**config.mk**
```make
export PLATFORM = sky130hd
export DESIGN_NAME = bbpa_back
export DESIGN_NICKNAME = d
export VERILOG_FILES = /design/src/hdl/bbpa_pkg.sv /design/src/hdl/bbpa_back.sv
export SDC_FILE = /design/constraint.sdc
export NUM_CORES = 1
export LEC_CHECK = 0
export BUFFER_PORTS_ARGS = -buffer_cell sky130_fd_sc_hd__buf_2
export CORE_AREA = 2 2 114 116
export CTS_BUF_LIST = sky130_fd_sc_hd__clkbuf_8 sky130_fd_sc_hd__clkbuf_16
export CTS_CLUSTER_DIAMETER = 200
export DETAILED_ROUTE_END_ITERATION = 10
export DIE_AREA = 0 0 116 118
export PLACE_DENSITY = 0.72
export REMOVE_ABC_BUFFERS = 1
export SYNTH_ARGS = -nofsm -noshare
export SYNTH_HDL_FRONTEND = slang
export SYNTH_SLANG_ARGS = --single-unit
```
**constraint.sdc**
```tcl
create_clock -name clk_i -period 8.8 [get_ports clk_i]
set_input_delay 0.44 -clock clk_i [delete_from_list [all_inputs] [get_ports clk_i]]
set_output_delay 0.44 -clock clk_i [all_outputs]
set_load 0.005 [all_outputs]
```
**src/hdl/bbpa_pkg.sv**
```systemverilog
// ----------------------------------------------------------------------------
// bbpa_pkg: shared types and constants for the band peak analyzer
// Holds the filter coefficients, register indexes and queue entry type.
// ----------------------------------------------------------------------------
package bbpa_pkg;

  localparam int NumBands       = 8;
  localparam int CoefFracBits   = 14;
  localparam int InputShift     = 4;
  localparam int SampleWidth    = 12;

  localparam logic [1:0] RegUpdatePeriod = 2'd0;
  localparam logic [1:0] RegLevelShift   = 2'd1;
  localparam logic [1:0] RegLowestShift  = 2'd2;
  localparam logic [1:0] RegDeadzone     = 2'd3;

  // Coefficients per band (0 = lowest): b0, a1, a2; b2 equals -b0.
  function automatic logic signed [31:0] coef_b0(input int b);
    case (b)
      0: coef_b0 = 32'sd113;
      1: coef_b0 = 32'sd214;
      2: coef_b0 = 32'sd534;
      3: coef_b0 = 32'sd1324;
      4: coef_b0 = 32'sd3200;
      5: coef_b0 = 32'sd4869;
      6: coef_b0 = 32'sd6876;
      default: coef_b0 = 32'sd48140;
    endcase
  endfunction

  function automatic logic signed [31:0] coef_a1(input int b);
    case (b)
      0: coef_a1 = 32'sd32744;
      1: coef_a1 = 32'sd32718;
      2: coef_a1 = 32'sd32616;
      3: coef_a1 = 32'sd32226;
      4: coef_a1 = 32'sd30453;
      5: coef_a1 = 32'sd27716;
      6: coef_a1 = 32'sd22393;
      default: coef_a1 = -32'sd1421;
    endcase
  endfunction

  function automatic logic signed [31:0] coef_a2(input int b);
    case (b)
      0: coef_a2 = -32'sd16361;
      1: coef_a2 = -32'sd16341;
      2: coef_a2 = -32'sd16277;
      3: coef_a2 = -32'sd16119;
      4: coef_a2 = -32'sd15744;
      5: coef_a2 = -32'sd15410;
      6: coef_a2 = -32'sd15009;
      default: coef_a2 = -32'sd14458;
    endcase
  endfunction

  // One update snapshot: the eight peaks, band 0 lowest.
  typedef struct packed {
    logic [NumBands-1:0][31:0] peak;
  } snap_t;

endpackage

```
**src/hdl/bbpa_back.sv**
```systemverilog
// ----------------------------------------------------------------------------
// bbpa_back: row sequencer
// Turns one peak snapshot into eight LED level transactions, row 0 first.
// ----------------------------------------------------------------------------
module bbpa_back (
  input  logic            clk_i,
  input  logic            rst_ni,
  input  logic            empty_i,
  input  bbpa_pkg::snap_t snap_i,
  output logic            pop_o,
  input  logic [4:0]      level_shift_i,
  input  logic [4:0]      lowest_shift_i,
  input  logic [7:0]      deadzone_i,
  output logic            out_valid_o,
  input  logic            out_stall_i,
  output logic [2:0]      row_o,
  output logic [7:0]      level_o,
  output logic            last_o
);

  logic [2:0]  row_q;
  logic [31:0] pk, sh;
  logic [7:0]  lvl;
  logic        fire;

  assign pk = snap_i.peak[3'd7 - row_q];
  assign sh = (row_q == 3'd7) ? (pk >> lowest_shift_i) : (pk >> level_shift_i);
  always_comb begin
    lvl = sh[7:0];
    if (row_q < 3'd6 && !(sh > 32'(deadzone_i))) lvl = 8'd0;
  end

  // The output register may load when it is empty or being taken.
  assign fire  = !empty_i && (!out_valid_o || !out_stall_i);
  assign pop_o = fire && (row_q == 3'd7);

  always_ff @(posedge clk_i or negedge rst_ni) begin
    if (!rst_ni) begin
      row_q <= '0;
      out_valid_o <= 1'b0;
    end else begin
      if (fire) begin
        out_valid_o <= 1'b1;
        row_q <= row_q + 3'd1;
      end else if (!out_stall_i) begin
        out_valid_o <= 1'b0;
      end
    end
  end

  always_ff @(posedge clk_i) begin
    if (fire) begin
      row_o <= row_q;
      level_o <= lvl;
      last_o <= (row_q == 3'd7);
    end
  end

endmodule

```
; ---- After elaboration in Yosys (flattened, before gate mapping)
; Cells that the tools add are included.
[totals]
regBits = 16
in_bits = 278
output_inout_bits = 14
word_cells = 27
[op_classes]
n_addsub = 2
order_cmp = 3
eq_ne = 2
n_shift = 2
n_mux = 5
reduce_logical = 8
[op_table]
columns = operator, n
row1 = $bmux 32 s3, 1
row2 = $mux 32, 2
row3 = $shr 32x5->32, 2
row4 = $gt 32x8->1, 1
row5 = $logic_not 1->1, 4
row6 = $lt 3x4->1 const B, 1
row7 = $add 3x1->3 const B, 1
row8 = $eq 3x3->1 const B, 1
row9 = $logic_and 1x1->1, 3
row10 = $lt 3x3->1 const B, 1
row11 = $sub 3x3->3 const A, 1
row12 = $mux 1, 2
row13 = $ne 2x1->1 const B, 1
row14 = $logic_or 1x1->1, 1

; ---- Depth between registers and ports, before layout
; Gate-level depths: netlist of run 1.
[logic_depth]
depth_word = 8
ltp_mapped = 24
depth_no_buf = 20

; ---- Least setup slack after synthesis of run 1
; OpenSTA, ideal clock, no wires.
[synth_path]
kind = register -> register
start = reg row_q[0]
end = reg level_o[1] (data pin)
setup_time_ns = 0.266
arrival_time_ns = 4.428
required_time_ns = 8.534
slack_ns = 4.106
path_stages_with_launch = 23
n_path_buf = 4
period_less_slack_ns = 4.694
cell_sequence = dfrtp_1 ha_1 ha_1 mux2_2 buf_2 clkbuf_1 buf_1 mux2i_1 nand2_1 o311ai_0 nand2_1 a32oi_1 ha_1 nor2b_1 o21a_1 o21a_1 o21ai_0 nand2b_1 a221oi_1 o21ai_0 or2_2 buf_2 o2bb2ai_1
[synth_via]
elab_chain_cells = 8
word_cells_on_any_way = 11
cone_classes = add/sub (1) / order compare (2) / eq/ne (1) / shift (2) / mux (3) / reduce/logical (2)
[synth_rtl]
columns = element, line_no
row1 = from (decl), bbpa_back.sv:21  ; logic [2:0] row_q;
row2 = from (signal assigned), bbpa_back.sv:44  ; row_q <= row_q + 3'd1;
row3 = $sub 3x3->3, bbpa_back.sv:26  ; assign pk = snap_i.peak[3'd7 - row_q];
row4 = $bmux 32 s3, bbpa_back.sv:26
row5 = $mux 32 (not written as such), bbpa_back.sv:26
row6 = $shr 32x5->32, bbpa_back.sv:27  ; assign sh = (row_q == 3'd7) ? (pk >> lowest_shift_i) : (pk >> level_shift_i);
row7 = $mux 32 (*), bbpa_back.sv:27
row8 = named net sh[1], bbpa_back.sv:22  ; logic [31:0] pk, sh;
row9 = $gt 32x8->1, bbpa_back.sv:30  ; if (row_q < 3'd6 && !(sh > 32'(deadzone_i))) lvl = 8'd0;
row10 = $logic_not 1->1, bbpa_back.sv:30
row11 = $logic_and 1x1->1, bbpa_back.sv:30
row12 = to (signal assigned), bbpa_back.sv:54  ; level_o <= lvl;
row13 = to (decl), bbpa_back.sv:17  ; output logic [7:0] level_o,
; The timed path passes the listed nets; every way through them passes the cells marked *. The select of a mux whose other input is x is not followed.
; A chain may end at the register's enable or synchronous reset.

; ---- Final worst setup path of run 1
[layout_path]
start = reg row_q[0]
end = reg level_o[7] (data pin)
[layout_via]
elab_chain_cells = 8
word_cells_on_any_way = 11
cone_classes = add/sub (1) / order compare (2) / eq/ne (1) / shift (2) / mux (3) / reduce/logical (2)
[layout_rtl]
columns = element, line_no
row1 = $sub 3x3->3, bbpa_back.sv:26
row2 = $bmux 32 s3, bbpa_back.sv:26
row3 = $mux 32 (not written as such), bbpa_back.sv:26
row4 = $shr 32x5->32, bbpa_back.sv:27
row5 = $mux 32 (*), bbpa_back.sv:27
row6 = named net sh[1], bbpa_back.sv:22
row7 = $gt 32x8->1 (*), bbpa_back.sv:30
row8 = $logic_not 1->1 (*), bbpa_back.sv:30
row9 = $logic_and 1x1->1 (*), bbpa_back.sv:30
; Marks and branches as above.

==> flow_metrics.env, run 1 <==
export IMPL_netlist_top_cell_by_area="mux4_2"
export IMPL_rrSetupSlack_ns=2.92
export IMPL_ant_nets=0
export IMPL_status="finished clean"
export IMPL_vdd_ir_drop_worst_mv=0.125
export IMPL_async_flop_share_pct=25.0
export IMPL_clkLatencyLatePin_ns=0.24
export IMPL_power_leakage_nw=2.73
export IMPL_layout_commonest_cell="buf_2"
export IMPL_ctsRootBufferMaster="clkbuf_16"
export IMPL_finalWorstSetupSlack_ns=2.92
export IMPL_cts_made_buffers=3
export IMPL_timing_hold_ws_ns=0.366
export IMPL_nFillCells=1258
export IMPL_syn_area_mm2=0.00465
export IMPL_start_util_pct=37.5
export IMPL_firstDrtPassIters=5
export IMPL_synth_seq_area_share_pct=9.90
export IMPL_cp_max_fo=63
export IMPL_synthCells=518
export IMPL_fin_setup_tns_ns=0
export IMPL_rsz0062_at_grt="false"
export IMPL_fp_dieW_um=116
export IMPL_ys_top_cells_by_area="mux4_2 (21%), mux2_2 (14%), edfxtp_1 (7.7%)"
export IMPL_dp_hpwl_um=13800
export IMPL_synth_edf_count=12
export IMPL_ys_ff_latch=16
export IMPL_crit_required_ns=8.78
export IMPL_post_cts_setup_buffer_count=0
export IMPL_crit_end="level_o[7]"
export IMPL_track_usage_pct=23.5
export IMPL_cp_start_kind="flop"
export IMPL_yosys_warnings=0
export IMPL_cts_buffer_depth=2
export IMPL_regToRegEndpoint="level_o[7]"
export IMPL_holdCritStartpoint="empty_i"
export IMPL_htree_num_levels=1
export IMPL_vias=5345
export IMPL_min_path_type="in -> reg"
export IMPL_pin_count=292
export IMPL_wl_um=16500
export IMPL_fp_dieH_um=118
export IMPL_critPathKind="reg -> reg"
export IMPL_final_nets=1064
export IMPL_final_max_slew_viol_count=0
export IMPL_final_cell_mix="buf_2 (291), mux2_2 (59), mux4_2 (44)"
export IMPL_drv_cap=0
export IMPL_numClockSinks=16
export IMPL_n_antenna_cell=0
export IMPL_worstMarginPinSlew_ns=1.02
export IMPL_die_area_mm2=0.0137
export IMPL_place_gp_congestion=0.931
export IMPL_hold_violations=0
export IMPL_synth_ff_type="edfxtp_1"
export IMPL_worstReg2RegStart="row_q[0]"
export IMPL_avgRoutedWirePerCell_um=17.4
export IMPL_slew_headroom_pct=29.7
export IMPL_antenna_found_initial=0
export IMPL_grt_max_degree=64
export IMPL_gr_total_overflow=0
export IMPL_drive_above_1_share_pct=55.1
export IMPL_synth_top_cell_area_share_pct=21.3
export IMPL_min_period_over_period_pct=66.8
export IMPL_routed_via_density=5.64
export IMPL_worstPathArrival_ns=5.85
export IMPL_r2r_cells=17
export IMPL_finClkSkew_ns=0.00143
export IMPL_p_per_area_mw_per_mm2=315
export IMPL_clk_pin_slew_ns=0.05
export IMPL_route_detailed_drc=0
export IMPL_synthDistinctLibCells=59
export IMPL_drt_iter0_markers=291
export IMPL_core_mm2=0.0124
export IMPL_syn_to_final_growth_pct=34.0
export IMPL_grt_pass1_wl_um=26100
export IMPL_tritoncts="done"
export IMPL_dpl_worst_slack_ns=2.93
export IMPL_fmax_ghz=0.170
export IMPL_post_route_min_period_ns=5.88
export IMPL_setup_viol_count_final=0
export IMPL_cp_startpoint="row_q[0]"
export IMPL_syn_area_per_cell_um2=8.98
export IMPL_critPathCaptureType="flop"
export IMPL_io_buffers=291
export IMPL_grt_pass1_vias=5374
export IMPL_num_rows=41
## per-stage QoR
| step | total power (W) | utilization (%) | instance area, um2 | cells |
|---|---|---|---|---|
| final | 0.00197 | 50.2 | 6240 | 947 |
| after global routing | 0.00215 | 50.2 | 6240 | 947 |
| after CTS | 0.00197 | 50.2 | 6240 | 947 |
| after detailed placement | 0.00187 | 49.5 | 6150 | 942 |
| after global placement | 0.00186 | 49.5 | 6150 | 942 |
| after floorplan | 0.00147 | - | 4410 | 471 |
## how the worst min path moves through the flow
stage	endpoint	cells after the start
global placement	out_valid_o	1
finish	out_valid_o	2
detailed placement	out_valid_o	1
CTS	out_valid_o	2
floorplan	out_valid_o	0
global route	out_valid_o	2
## critical path, cell delays in order, from the launching register on
cell	delay, ns
dfrtp_4	0.85
ha_1	0.26
ha_1	0.50
mux2_2	0.72
mux4_2	0.61
mux2i_1	0.21
a21oi_1	0.10
a32oi_1	0.35
ha_1	0.31
nor2b_1	0.13
o21a_1	0.16
o21a_1	0.16
o21ai_0	0.15
nand2b_1	0.07
a221oi_1	0.26
o21ai_0	0.19
or2_2	0.41
o2bb2ai_1	0.15
## logic make-up after synthesis
logic type                 count (synthesis)  share of synthesized area [%]
adders and majority gates                 10                           2.69
xor gates and xnor gates                   1                          0.188
and+or+nand+nor                          155                           16.8
buffers and inverters                     55                           5.94
muxes                                    128                           41.5
AOI/OAI and AO/OA                        153                           22.9
DFF                                       16                           9.90
## synthesized netlist by cell type, types with 12 or more instances
| cell | count |
|---|---|
| o21ai_0 | 26 |
| mux2_2 | 59 |
| mux2i_1 | 22 |
| clkbuf_1 | 17 |
| nor2_1 | 33 |
| o22ai_1 | 30 |
| or2_2 | 13 |
| nand2_1 | 39 |
| edfxtp_1 | 12 |
| nor2b_1 | 24 |
| a211oi_1 | 27 |
| a21oi_1 | 12 |
| buf_2 | 17 |
| mux4_2 | 44 |
## registers in the layout, indices dropped and copies added, names as in the netlist
signal       cells
row_o            3
out_valid_o      1
last_o           1
level_o          8
row_q            3
## what timing repair did
action                                 CTS  global route
hold buffers                             1             0
endpoints found under the hold margin    2             0
gates resized for setup                  0             0
## routing by layer
| layer | global-route usage, % | routed length (um) | share of wire [%] | up-vias |
|---|---|---|---|---|
| met5 | 0 | 0 | 0 | - |
| met4 | 3.13 | 114 | 0.69 | 0 |
| met3 | 2.16 | 938 | 5.7 | 12 |
| met2 | 42.4 | 8610 | 52 | 201 |
| met1 | 30.8 | 6860 | 42 | 2534 |
| li1 | - | - | - | 2598 |
## power by group
| group | total (W) | internal, W | leakage (nW) | switching [W] |
|---|---|---|---|---|
| combinational | 0.00169 | 0.000797 | 2.54 | 0.000894 |
| sequential | 0.000188 | 0.000125 | 0.159 | 0.0000630 |
| clock | 0.0000887 | 0.0000603 | 0.0385 | 0.0000284 |
| total | 0.00197 | 0.000982 | 2.73 | 0.000985 |
## cell type report
class / instances / area (um2) / area share, %
multi-input cells: 447 / 3920 / 62.9
flip-flops and latches: 16 / 465 / 7.46
clock inverters: 1 / 3.75 / 0.0602
inverters: 8 / 30.0 / 0.482
repair buffers: 300 / 1530 / 24.5
clock buffers: 3 / 75.1 / 1.20
well taps: 172 / 215 / 3.45
(Power assumes the default switching activity.)
==> run 2, diff against run 1 <==
CORE_AREA = 2 2 115 117   (was 2 2 114 116)
DIE_AREA = 0 0 117 119   (was 0 0 116 118)
PLACE_DENSITY = 0.73   (was 0.72)
clock period = 4.85 ns   (was 8.8 ns; I/O delays follow)
==> flow_metrics.env, run 2 (synthesized netlist as in run 1, its figures left out) <==
export IMPL_ant_nets=0
export IMPL_cp_top_family="compound AO/OA/AOI/OAI gates"
export IMPL_final_nets=1109
export IMPL_numClockSinks=16
export IMPL_setup_viol_count_final=0
export IMPL_status="finished clean"
export IMPL_ctsRootBufferMaster="clkbuf_16"
export IMPL_die_area_mm2=0.0139
export IMPL_layout_commonest_cell="buf_2"
export IMPL_worstPathArrival_ns=4.62
export IMPL_slew_headroom_pct=59.2
export IMPL_vdd_ir_drop_worst_mv=0.282
export IMPL_routed_via_density=5.64
export IMPL_firstDrtPassIters=4
export IMPL_finClkSkew_ns=0.00539
export IMPL_crit_slowest_cell="dfrtp_4"
export IMPL_final_max_slew_viol_count=0
export IMPL_slowest_delay_ns=0.47
export IMPL_power_w=0.00408
export IMPL_hold_violations=0
export IMPL_io_buffers=291
export IMPL_dp_hpwl_um=14800
export IMPL_nFillCells=1280
export IMPL_drv_cap=0
export IMPL_core_mm2=0.0129
export IMPL_wl_um=17600
export IMPL_n_antenna_cell=0
export IMPL_min_path_type="in -> reg"
export IMPL_placed_cell_area_mm2=0.00654
export IMPL_largest_reg_flops=8
export IMPL_critPathBufInv=1
export IMPL_antenna_found_initial=0
export IMPL_drive_above_1_share_pct=58.4
export IMPL_worstMarginPinSlew_ns=0.607
export IMPL_multiInputGateArea_mm2=0.00397
export IMPL_cts_made_buffers=3
export IMPL_final_cell_mix="buf_2 (291), mux2_2 (59), mux4_2 (44), buf_4 (44), nand2_1 (39)"
export IMPL_min_period_over_period_pct=95.7
export IMPL_route_detailed_drc=0
export IMPL_dp_cells=988
export IMPL_grt_pass1_wl_um=27200
export IMPL_design_area_mm2=0.00674
export IMPL_critPathKind="reg -> reg"
export IMPL_cp_start_kind="flop"
export IMPL_fp_dieH_um=119
export IMPL_fp_dieW_um=117
export IMPL_gr_total_overflow=0
export IMPL_critPathCaptureType="flop"
export IMPL_post_route_min_period_ns=4.64
export IMPL_pin_count=292
export IMPL_start_util_pct=36.1
export IMPL_clk_pin_slew_ns=0.06
export IMPL_fmax_ghz=0.215
export IMPL_tritoncts="done"
export IMPL_htree_num_levels=1
export IMPL_layout_cells_non_filler=996
export IMPL_grt_pass1_vias=5527
export IMPL_p_per_area_mw_per_mm2=606
export IMPL_syn_to_final_growth_pct=44.9
export IMPL_cp_cell_sequence="ha_1 > ha_2 > mux2_2 > buf_4 > nand2_1 > o32ai_1 > a211oi_1 > mux2i_1 > o221ai_1 > nand3_1 > ha_1 > o21a_1 > o21a_1 > o21ai_0 > nand2b_1 > a221oi_1 > o21ai_1 > or2_4 > o2bb2ai_1"
export IMPL_regMostFlops="level_o"
export IMPL_track_usage_pct=24.3
export IMPL_top_regs="level_o: 8 flops, row_o: 3 flops, row_q: 3 flops"
export IMPL_place_gp_congestion=0.937
export IMPL_clkLatencyLatePin_ns=0.25
export IMPL_avgRoutedWirePerCell_um=17.7
export IMPL_power_leakage_nw=2.99
export IMPL_crit_required_ns=4.83
export IMPL_drt_iter0_markers=272
export IMPL_seqCellArea_um2=465
export IMPL_grt_max_degree=61
export IMPL_vias=5617
export IMPL_num_rows=42
export IMPL_cts_buffer_depth=2
export IMPL_cp_max_fo=6
## run 2: path summary, 6_finish.rpt
check | from | to | slack [ns] | cells after the start
min in group asynchronous | rst_ni | row_q[0] | 0.37 | 2
min | empty_i | out_valid_o | 0.17 | 2
max reg2reg | row_q[0] | level_o[3] | 0.21 | 19
min reg2reg | out_valid_o | out_valid_o | 0.51 | 2
max in group asynchronous | rst_ni | row_q[0] | 4.30 | 2
max | row_q[0] | level_o[3] | 0.21 | 19
## run 2: layout make-up
cell class	instances	area share (%)
repair buffers	345	29.3
clock inverters	1	0.0557
flip-flops and latches	16	6.91
clock buffers	3	1.11
well taps	176	3.27
inverters	8	0.446
multi-input cells	447	58.9
## run 2: per-stage QoR
stage | TNS, ns | util, % | hold WS, ns | setup slack, ns
4_1_cts | 0 | 51.6 | 0.169 | 0.0214
3_5_place_dp | -0.285 | 50.8 | 0.0863 | -0.0668
3_3_place_gp | 0 | 50.8 | 0.0892 | 0.0678
6_report | 0 | 52.4 | 0.171 | 0.206
5_1_grt | -0.00921 | 52.4 | 0.182 | -0.00921
2_1_floorplan | -20.39 | - | -0.0531 | -2.61
## run 2: routing by layer
layer	GRT usage, %	wire length [um]
met2	42.6	8940
met5	0	0
met4	3.31	179
met3	3.66	1080
met1	32.3	7380
## run 2: repair_timing
| action | in CTS | in global routing |
|---|---|---|
| gates resized for setup | 2 | 10 |
| hold buffers | 1 | 0 |
| setup endpoints to repair | 6 | 8 |
| buffers inserted | 0 | 1 |
| cloned | 0 | 2 |
| hold endpoints to repair | 4 | 0 |
| pin swaps | 0 | 1 |
## run 2: power breakdown
group | internal, W | total (W) | switching, W | leakage, nW
clock network | 0.000110 | 0.000168 | 0.0000582 | 0.0385
registers | 0.000228 | 0.000270 | 0.0000421 | 0.159
logic | 0.00180 | 0.00365 | 0.00185 | 2.80
