$ cat src/hdl/bbpa_pkg.sv
// ----------------------------------------------------------------------------
// bbpa_pkg: shared types and constants for the band peak analyzer
// Holds the filter coefficients, register indexes and queue entry type.
// ----------------------------------------------------------------------------
package bbpa_pkg;

  localparam int NumBands       = 8;
  localparam int CoefFracBits   = 14;
  localparam int InputShift     = 4;
  localparam int SampleWidth    = 12;

  localparam logic [1:0] RegUpdatePeriod = 2'd0;
  localparam logic [1:0] RegLevelShift   = 2'd1;
  localparam logic [1:0] RegLowestShift  = 2'd2;
  localparam logic [1:0] RegDeadzone     = 2'd3;

  // Coefficients per band (0 = lowest): b0, a1, a2; b2 equals -b0.
  function automatic logic signed [31:0] coef_b0(input int b);
    case (b)
      0: coef_b0 = 32'sd113;
      1: coef_b0 = 32'sd214;
      2: coef_b0 = 32'sd534;
      3: coef_b0 = 32'sd1324;
      4: coef_b0 = 32'sd3200;
      5: coef_b0 = 32'sd4869;
      6: coef_b0 = 32'sd6876;
      default: coef_b0 = 32'sd48140;
    endcase
  endfunction

  function automatic logic signed [31:0] coef_a1(input int b);
    case (b)
      0: coef_a1 = 32'sd32744;
      1: coef_a1 = 32'sd32718;
      2: coef_a1 = 32'sd32616;
      3: coef_a1 = 32'sd32226;
      4: coef_a1 = 32'sd30453;
      5: coef_a1 = 32'sd27716;
      6: coef_a1 = 32'sd22393;
      default: coef_a1 = -32'sd1421;
    endcase
  endfunction

  function automatic logic signed [31:0] coef_a2(input int b);
    case (b)
      0: coef_a2 = -32'sd16361;
      1: coef_a2 = -32'sd16341;
      2: coef_a2 = -32'sd16277;
      3: coef_a2 = -32'sd16119;
      4: coef_a2 = -32'sd15744;
      5: coef_a2 = -32'sd15410;
      6: coef_a2 = -32'sd15009;
      default: coef_a2 = -32'sd14458;
    endcase
  endfunction

  // One update snapshot: the eight peaks, band 0 lowest.
  typedef struct packed {
    logic [NumBands-1:0][31:0] peak;
  } snap_t;

endpackage

$ cat src/hdl/bbpa_queue.sv
// ----------------------------------------------------------------------------
// bbpa_queue: two-entry snapshot queue
// Decouples the filter front from the row output sequencer.
// ----------------------------------------------------------------------------
module bbpa_queue (
  input  logic            clk_i,
  input  logic            rst_ni,
  input  logic            push_i,
  input  bbpa_pkg::snap_t data_i,
  output logic            full_o,
  output logic            empty_o,
  input  logic            pop_i,
  output bbpa_pkg::snap_t data_o
);

  bbpa_pkg::snap_t mem_q [2];
  logic wp_q, rp_q;
  logic [1:0] cnt_q;

  assign full_o  = (cnt_q == 2'd2);
  assign empty_o = (cnt_q == 2'd0);
  assign data_o  = mem_q[rp_q];

  always_ff @(posedge clk_i) begin
    if (push_i) mem_q[wp_q] <= data_i;
  end

  always_ff @(posedge clk_i or negedge rst_ni) begin
    if (!rst_ni) begin
      wp_q <= 1'b0;
      rp_q <= 1'b0;
      cnt_q <= 2'd0;
    end else begin
      if (push_i) wp_q <= ~wp_q;
      if (pop_i) rp_q <= ~rp_q;
      cnt_q <= cnt_q + 2'(push_i) - 2'(pop_i);
    end
  end

endmodule

$ cat config.mk
export PLATFORM = sky130hd
export DESIGN_NAME = bbpa_queue
export DESIGN_NICKNAME = d
export VERILOG_FILES = /design/src/hdl/bbpa_pkg.sv /design/src/hdl/bbpa_queue.sv
export SDC_FILE = /design/constraint.sdc
export NUM_CORES = 1
export LEC_CHECK = 0
export ABC_AREA = 0
export BUFFER_PORTS_ARGS = -buffer_cell sky130_fd_sc_hd__clkbuf_2
export CAP_MARGIN = 30
export CORE_MARGIN = 4
export CORE_UTILIZATION = 40
export CTS_CLUSTER_SIZE = 20
export DETAILED_ROUTE_END_ITERATION = 12
export PLACE_DENSITY_LB_ADDON = 0.05
export SLEW_MARGIN = 20
export SYNTH_ARGS = -nofsm -noshare
export SYNTH_HDL_FRONTEND = slang
export SYNTH_SLANG_ARGS = --single-unit
export TNS_END_PERCENT = 10
$ cat constraint.sdc
create_clock -name clk_i -period 14.9 [get_ports clk_i]
set_input_delay 0.745 -clock clk_i [delete_from_list [all_inputs] [get_ports clk_i]]
set_output_delay 0.745 -clock clk_i [all_outputs]
set_load 0.03 [all_outputs]
# Word level (Yosys, flattened, before mapping)
# Memory sizes are Yosys's and may differ from the RTL's.
# Cells that the tools add are included.
# totals
ff_bits,4
ram_bits,512
inputBits,260
out_inout_bits,258
wordCells,12
n_memories,1
# memory_table
name,depth,width,rd,rd_clocked_by_memory_dff,wr,line,rtl
mem_q,2,256,1,0,1,bbpa_queue.sv:16,bbpa_pkg::snap_t mem_q [2];
# classes
n_addsub,2
n_eq_ne,1
mux,2
bitwise_logic,2
n_reduce_logical,1
# ops
operator,count
adder 2 x 1 -> 2 bit,1
"equality test 2 bit, second input constant",1
zero test 2 bit,1
two-way mux 1 bit,2
NOT 1 bit,2
subtractor 2 x 1 -> 2 bit,1

# Logic depth before layout (Yosys ltp)
# Gate-level depths: netlist of the first run.
# logic_depth
depth_word,2
depth_mapped,5
ltp_nobuf,5

# Worst setup path after synthesis of the first run
# Ideal clock, no wire load.
# synth_timing
kind,in2reg
from,input port push_i
to,"memory mem_q[0][0] (netlist bit), enable pin"
setup_ns,0.908
t_arrival_ns,11.761
t_required_ns,13.992
slack_ns,2.231
stages,1
n_path_buf,0
path_cell_list,nor2b_1
# synth_between
elab_chain_len,2
# synth_lines
element,line,rtl
from (decl),bbpa_queue.sv:8,"input logic push_i,"
two-way mux 1 bit,bbpa_queue.sv:25,if (push_i) mem_q[wp_q] <= data_i;
two-way mux 1 bit (implied by the code),bbpa_queue.sv:25,
to (decl),bbpa_queue.sv:16,
# No other way between the ends.

==> flow_metrics.py, run 1 <==
metrics = {
    "detailed_routing": {
        "route.met3.wl_um": 5590,
        "drc": 0,
        "wl_per_cell_um": 22.8,
        "dr_wl_met2_um": 23900,
        "dr.pass1.iters": 4,
        "wirelength_um": 47700,
        "drtIter0Drc": 521,
        "route.vias.total": 9637,
        "ant_nets": 0,
        "via_per_inst": 4.60,
        "wl_met1_um": 17100,
        "top_layer_used": "met5",
    },
    "setup_path": {
        "worst_ep_arrival_time_ns": 3.55,
        "worstSetupPathType": "flop to output port",
        "worst-path-max-fanout": 53,
        "endpoint_kind": "output port",
        "cp_data_required_time_ns": 14.16,
        "crit_slowest_cell": "buf_4",
        "path_common_cell": "buf_4",
        "cp-start-kind": "flop",
        "max_stage_delay_ns": 0.84,
        "crit_chain": "buf_4 > buf_4 > buf_16 > mux2_4 > clkbuf_2",
    },
    "global_routing": {
        "gr-total-overflow": 0,
        "grt_first_pass_wirelength_um": 67600,
        "antenna_found_initial": 20,
        "grt_max_degree": 166,
        "track_usage_pct": 17.4,
        "grt_pass1_vias": 10300,
    },
    "clock_tree": {
        "cts_max_level": 2,
        "path_clk_slew_ns": 0.06,
        "clock_sinks": 516,
        "post_cts_buffers": 0,
        "clk_latency_ns": 0.58,
        "ctsLongestPathBuffers": 3,
        "cts_buffers": 55,
        "cts_root_buffer": "clkbuf_16",
        "cts_tree": "done",
    },
    "floorplan": {
        "ioPinCount": 518,
        "floorplan.die.width_um": 230,
        "start_util_pct": 40.4,
        "coreArea_um2": 48700,
        "die_area_um2": 52800,
        "die_h_um": 230,
        "row_count": 81,
    },
    "sta": {
        "fmax_mhz": 233,
        "max-slew-margin-rel_pct": 31.4,
        "hold_viol_final": 0,
        "slew_violations": 0,
        "rsz0062_at_grt": "no",
        "fin_tns_setup_ns": 0,
        "period_share_pct": 28.8,
        "tightest_slew_ns": 1.03,
        "fin_crit_ns": 4.29,
        "setup_violations": 0,
        "fin_worst_skew_ns": 0.0125,
    },
    "cells_and_area": {
        "drive_above_1_share_pct": 60.3,
        "fin_cells": 2093,
        "nets": 1634,
        "area_growth_pct": 25.1,
    },
    "job": {
        "drv_cap": 0,
    },
    "placement": {
        "gp_congestion": 0.774,
        "dp.cells": 1977,
        "dp.final_hpwl_um": 34000,
        "port_buffers": 517,
    },
    "power_and_ir_drop": {
        "powerDensity_nw_per_um2": 213,
        "ir_drop_uv": 135,
        "p_leak_nw": 9.96,
    },
    "synthesis": {
        "synth_fp_nets": 1074,
        "ys_seq_elements": 516,
        "postSynthCellCount": 812,
        "ys_seq_area_share_pct": 78.6,
        "synth_warnings": 0,
        "synth_area_um2": 19700,
        "synth.distinct_cells": 14,
        "synth.avg_cell_area_um2": 24.2,
    },
    "hold_path": {
        "hold_class": "primary input to flop",
    },
    "run_status": {
        "outcome": "finished clean",
    },
}
routing by layer:
layer	GRT usage [%]	up-vias
met4	5.41	18
met3	9.74	85
met5	0	-
met1	18.6	4793
met2	29.4	330
li1	-	4411
registers in the layout (all words and copies together), names as in the netlist:
name and flops:
cnt_q 2, wp_q 1, mem_q 512, rp_q 1
cell type report:
cell class,instances,area (um^2)
diodes,12,30.0
clock buffers,75,1490
clock inverters,27,140
fillers,4091,24100
inverters,2,7.51
multi-input cells,265,3840
flip-flops and latches,516,15500
well taps,664,831
repair buffers,532,2800
timing repair:
| action | 4_1_cts | 5_1_grt |
|---|---|---|
| endpoints found under the setup margin | 0 | 0 |
| gates resized for setup | 0 | 0 |
| hold buffers | 1 | 0 |
| hold endpoints to repair | 4 | 0 |
where the power goes:
group          switching [mW]  leakage [nW]  internal [mW]
logic                    1.24          4.31          0.740
clock network           0.526         0.795          0.713
registers              0.0906          4.85           1.93
total                    1.85          9.96           3.38
worst max-delay path, delay by kind of cell (launching register included):
family / cells / cell delay, ns
DFF: 1 / 0.75
muxes: 1 / 0.33
buffers and inverters: 4 / 1.80
path summary, 6_finish.rpt:
check	startpoint	endpoint	slack (ns)	cells after the start
max	rp_q	data_o[141]	10.61	5
min	data_i[64]	mem_q[1][64]	0.35	1
max reg2reg	wp_q	mem_q[0][212]	11.23	4
min reg2reg	wp_q	wp_q	0.54	1
max in group asynchronous	rst_ni	rp_q	14.26	2
min in group asynchronous	rst_ni	wp_q	0.50	2
synth_stat cells:
cell type  count  area, um^2
and2_1         1        6.26
buf_2          2        10.0
buf_6         15         169
buf_8         12         180
dfrtp_1        4         100
edfxtp_1     512       15400
ha_1           2        25.0
inv_1          2        7.51
mux2_2        26         293
mux2_4       230        3450
nor2_1         1        3.75
nor2b_1        2        12.5
xor2_1         2        17.5
xor3_1         1        23.8
cells in the final DEF, fill, tap and decap left out, types with 6 or more instances in the layout:
cell type / count
buf_4: 9
clkbuf_1: 18
clkbuf_2: 517
clkinv_2: 6
edfxtp_1: 512
diode_2: 12
mux2_2: 26
clkbuf_16: 57
clkinv_1: 19
mux2_4: 230
metrics by stage:
step	hold WS (ns)	worst slack, ns	power (mW)	cell area (um^2)	utilization (%)
final	0.348	10.61	5.23	24600	50.5
after global routing	0.307	10.39	5.47	24600	50.5
after CTS	0.298	10.32	5.32	24600	50.4
after detailed placement	0.539	10.62	4.06	22900	47.0
after global placement	0.529	10.47	4.04	22800	46.8
after floorplan	0.449	2.23	3.65	19700	-
kinds of logic (layout without fill, tap and decap cells):
family	after synthesis	in the layout	synth area share, %
flip-flops	516	516	78.6
multiplexers	256	256	19.0
XOR/XNOR	3	3	0.210
AND/OR/NAND/NOR	4	4	0.114
adder cells (fa/ha/maj)	2	2	0.127
buffers and inverters	31	636	1.86
other	0	12	0
No activity file was read; power rests on OpenSTA's default activity.
==> run 2, diff against run 1 <==
Clock period 14.9 ns to 4.2 ns, I/O delays scaled along.
==> flow_metrics.py, run 2 (synthesis results as in run 1) <==
metrics = {
    "run_status": {
        "outcome": "finished clean",
    },
    "floorplan": {
        "coreArea_um2": 48700,
        "floorplan.die.width_um": 230,
        "die_h_um": 230,
        "row_count": 81,
        "ioPinCount": 518,
        "die_area_um2": 52800,
        "start_util_pct": 40.4,
    },
    "setup_path": {
        "cp-start-kind": "flop",
        "worst-path-max-fanout": 44,
        "reg2reg_from": "wp_q",
        "worstSetupPathType": "flop to output port",
        "endpoint_kind": "output port",
        "cp-startpoint": "rp_q",
        "cp_data_required_time_ns": 3.99,
        "worst_ep_arrival_time_ns": 2.73,
    },
    "global_routing": {
        "grt_pass1_vias": 11400,
        "track_usage_pct": 17.8,
        "antenna_found_initial": 8,
        "gr-total-overflow": 0,
        "grt_max_degree": 75,
        "grt_first_pass_wirelength_um": 71600,
    },
    "hold_path": {
        "hold_class": "primary input to async pin",
    },
    "power_and_ir_drop": {
        "p_comb_share_pct": 37.9,
        "pwr-share-clk_pct": 24.8,
        "finalPower_mw": 19.1,
        "p_int_mw": 12.4,
        "p_leak_nw": 11.1,
        "switching_share_pct": 35.0,
        "ir_drop_uv": 425,
        "power.switching_mw": 6.71,
        "seqPwrFrac_pct": 37.3,
        "powerDensity_nw_per_um2": 699,
    },
    "detailed_routing": {
        "wl_per_cell_um": 20.3,
        "dr.pass1.iters": 4,
        "via_per_inst": 4.49,
        "route.vias.total": 10600,
        "wirelength_um": 47600,
        "drtIter0Drc": 541,
        "drc": 0,
        "ant_nets": 0,
    },
    "cells_and_area": {
        "area_growth_pct": 39.2,
        "seq_area_um2": 15500,
        "fillers": 3848,
        "top_register": "mem_q",
        "drive_above_1_share_pct": 52.2,
        "final_common_cell": "clkbuf_2",
        "largest_register_ffs": 512,
        "nets": 1899,
        "multi_input_area_um2": 3840,
        "fin_cells": 2350,
        "final_cell_mix": "clkbuf_2, edfxtp_1, dlygate4sd3_1, mux2_4, clkbuf_16",
        "top_regs": "mem_q x512, cnt_q x2",
    },
    "clock_tree": {
        "cts_tree": "done",
        "cts_buffers": 55,
        "clock_sinks": 516,
        "cts_resized": 0,
        "cts_max_level": 2,
        "clk_latency_ns": 0.59,
        "cts_root_buffer": "clkbuf_16",
        "path_clk_slew_ns": 0.06,
        "ctsLongestPathBuffers": 3,
    },
    "placement": {
        "dp.cells": 1985,
        "dp.final_hpwl_um": 32800,
        "gp_congestion": 0.781,
        "port_buffers": 517,
        "preCtsSetupSlack_ns": 1.85,
    },
    "sta": {
        "fmax_mhz": 340,
        "hold_viol_final": 0,
        "fin_worst_skew_ns": 0.00961,
        "tightest_slew_ns": 0.819,
        "setup_violations": 0,
        "setup_ws_ns": 1.26,
        "slew_violations": 0,
        "rsz0062_at_grt": "no",
        "fin_crit_ns": 2.94,
        "max-slew-margin-rel_pct": 45.4,
        "period_share_pct": 70.0,
    },
    "job": {
        "drv_cap": 0,
    },
}
==> run 2: cell count changes in the layout (fill, tap and decap cells not counted) <==
cell and delta:
buf_12 +7, buf_16 -4, buf_4 +4, bufinv_16 +5
clkbuf_1 -8, clkinv_1 -9, clkinv_2 +7, clkinvlp_4 +2
diode_2 -5, dlygate4sd3_1 +258
==> run 2: worst paths after layout <==
kind                                 endpoint  slack, ns  depth (start not counted)
worst min register to register           wp_q       0.54                          1
worst max register to register  mem_q[1][143]       2.23                          3
max in group asynchronous                rp_q       4.02                          2
worst min-delay path                     rp_q       0.04                          2
min in group clk_i               mem_q[1][12]       0.34                          2
worst max-delay path                data_o[7]       1.26                          3
==> run 2: area by class of cell <==
class / instances / share of cell area (%)
Timing Repair Buffer: 797 / 19.9
Sequential cell: 516 / 56.5
Multi-Input combinational cell: 265 / 14.0
Antenna cell: 7 / 0.0640
Tap cell: 664 / 3.03
Inverter: 2 / 0.0274
Clock inverter: 32 / 1.12
Clock buffer: 67 / 5.35
==> run 2: worst max-delay path: stages, from the launching register on <==
cell      delay [ns]
dfrtp_4         0.96
buf_4           0.56
mux2_2          0.40
clkbuf_2        0.18
==> run 2: repair_timing <==
action                                 4_1_cts  5_1_grt
buffers inserted                             0        0
hold buffers                               259        0
endpoints found under the hold margin      519        0
==> run 2: layer usage <==
layer	wire, um	share of wire, %	vias to the layer above	GRT usage [%]
li1	-	-	4914	-
met1	18800	40	5210	21.7
met2	23800	50	352	30.1
met3	3740	7.9	80	6.27
met4	1230	2.6	4	5.10
met5	31	0.065	-	0
==> run 2: power by group through the flow <==
stage / Clock [mW] / Combinational [mW] / Sequential [mW]
6_report: 4.75 / 7.26 / 7.15
5_1_grt: 5.13 / 7.60 / 7.24
4_1_cts: 4.89 / 7.39 / 7.16
3_5_place_dp: 0 / 7.16 / 7.26
3_3_place_gp: 0 / 7.18 / 7.24
2_1_floorplan: 0 / 5.47 / 7.23
==> run 2: stage by stage <==
step	TNS (ns)	util [%]	area, um^2	hold WS [ns]
floorplan	-114.17	-	19700	-0.0856
global placement	0	47.2	23000	0.0285
detailed placement	0	47.2	23000	0.0293
CTS	0	56.1	27400	0.00112
global route	0	56.2	27400	0.00737
finish	0	56.2	27400	0.0389
==> run 3, diff against run 2 <==
Clock period 4.2 ns to 3 ns, I/O delays scaled along.
==> flow_metrics.py, run 3 (synthesis results as in run 1) <==
metrics = {
    "cells_and_area": {
        "top_register": "mem_q",
        "fillers": 3865,
        "nets": 1908,
        "fin_cells": 2358,
        "largest_register_ffs": 512,
        "drive_above_1_share_pct": 52.5,
        "final_common_cell": "clkbuf_2",
        "top_regs": "mem_q x512, cnt_q x2",
        "final_cell_mix": "clkbuf_2, edfxtp_1, dlygate4sd3_1, mux2_4, clkbuf_16",
        "area_growth_pct": 40.4,
    },
    "sta": {
        "hold_viol_final": 0,
        "rsz0062_at_grt": "no",
        "setup_violations": 0,
        "fmax_mhz": 385,
        "period_share_pct": 86.7,
        "fin_crit_ns": 2.60,
        "tightest_slew_ns": 0.805,
        "setup_ws_ns": 0.400,
        "max-slew-margin-rel_pct": 46.3,
        "slew_violations": 0,
        "fin_worst_skew_ns": 0.00776,
        "fin_tns_setup_ns": 0,
    },
    "power_and_ir_drop": {
        "ir_drop_uv": 769,
        "p_leak_nw": 11.3,
        "finalPower_mw": 27.1,
        "powerDensity_nw_per_um2": 983,
    },
    "global_routing": {
        "grt_pass1_vias": 11300,
        "grt_max_degree": 94,
        "antenna_found_initial": 4,
        "gr-total-overflow": 0,
        "track_usage_pct": 17.6,
        "grt_first_pass_wirelength_um": 70300,
    },
    "floorplan": {
        "die_area_um2": 52800,
        "start_util_pct": 40.4,
        "die_h_um": 230,
        "ioPinCount": 518,
        "coreArea_um2": 48700,
        "row_count": 81,
        "floorplan.die.width_um": 230,
    },
    "clock_tree": {
        "cts_max_level": 2,
        "post_cts_buffers": 0,
        "cts_tree": "done",
        "cts_resized": 0,
        "path_clk_slew_ns": 0.06,
        "clock_sinks": 516,
        "cts_root_buffer": "clkbuf_16",
        "clk_latency_ns": 0.59,
        "cts_hold_buf": 260,
        "ctsLongestPathBuffers": 3,
        "cts_buffers": 54,
    },
    "placement": {
        "dp.final_hpwl_um": 32900,
        "preCtsSetupSlack_ns": 0.954,
        "gp_congestion": 0.751,
        "port_buffers": 517,
        "dp.cells": 1994,
    },
    "setup_path": {
        "reg2reg_from": "wp_q",
        "endpoint_kind": "output port",
        "cp-startpoint": "rp_q",
        "worst_ep_arrival_time_ns": 2.45,
        "worst-path-max-fanout": 30,
        "worstSetupPathType": "flop to output port",
        "cp-start-kind": "flop",
        "cp_data_required_time_ns": 2.85,
    },
    "detailed_routing": {
        "wl_per_cell_um": 20.2,
        "via_per_inst": 4.52,
        "ant_nets": 0,
        "route.vias.total": 10700,
        "dr.pass1.iters": 4,
        "wirelength_um": 47700,
        "drc": 0,
        "drtIter0Drc": 603,
    },
    "run_status": {
        "outcome": "finished clean",
    },
    "hold_path": {
        "hold_class": "primary input to flop",
        "worstHoldStart": "data_i[172]",
    },
    "job": {
        "drv_cap": 0,
    },
}
==> run 3: cell types whose count changed in the layout (fill, tap and decap cells not counted), sizes merged <==
cell | previous run | this run
clkbuf | 584 | 588
dlygate4sd3 | 259 | 260
buf | 21 | 30
clkinv | 24 | 21
diode | 7 | 3
clkinvlp | 2 | 3
==> run 3: through the flow <==
step           instance area (um^2)  hold WS, ns  util, %
2_1_floorplan                 19700       -0.146        -
3_3_place_gp                  23200      -0.0309     47.6
3_5_place_dp                  23200      -0.0283     47.6
4_1_cts                       27600        0.233     56.7
5_1_grt                       27600        0.264     56.7
6_report                      27600        0.292     56.7
==> run 3: path summary, 6_finish.rpt <==
| check | slack (ns) | endpoint | cells past startpoint |
|---|---|---|---|
| worst max register to register | 1.12 | mem_q[1][77] | 2 |
| worst min-delay path | 0.29 | mem_q[1][172] | 2 |
| max in group asynchronous | 2.26 | rp_q | 3 |
| worst min register to register | 0.55 | wp_q | 1 |
| worst max-delay path | 0.40 | data_o[10] | 3 |
| min in group asynchronous | 0.54 | cnt_q[0] | 3 |
==> run 3: cell type report <==
type | count | area [um^2] | area share (%)
antenna | 3 | 7.51 | 0.0272
clock buffer | 71 | 1540 | 5.57
clock inverter | 30 | 293 | 1.06
inverter | 2 | 7.51 | 0.0272
multi-input combinational | 265 | 3840 | 13.9
sequential | 516 | 15500 | 56.0
tap | 664 | 831 | 3.01
timing repair buffer | 807 | 5630 | 20.4
==> run 3: worst max-delay path, cell delays in order, from the launching register on <==
cell and delay, ns:
dfrtp_4 0.73, buf_4 0.53, mux2_2 0.41, clkbuf_2 0.19
==> run 3: where the power goes <==
part	switching (mW)	leakage, nW	internal, mW
combinational	6.37	5.51	4.06
sequential	0.394	4.85	9.55
clock	2.67	0.894	4.10
==> run 3: routing by layer <==
| metal | share of wire [%] | wire length [um] | GRT usage [%] |
|---|---|---|---|
| met5 | 0.027 | 13 | 0 |
| met4 | 3.3 | 1580 | 6.71 |
| met3 | 7.4 | 3530 | 5.50 |
| met2 | 49 | 23500 | 29.4 |
| met1 | 40 | 19100 | 21.5 |
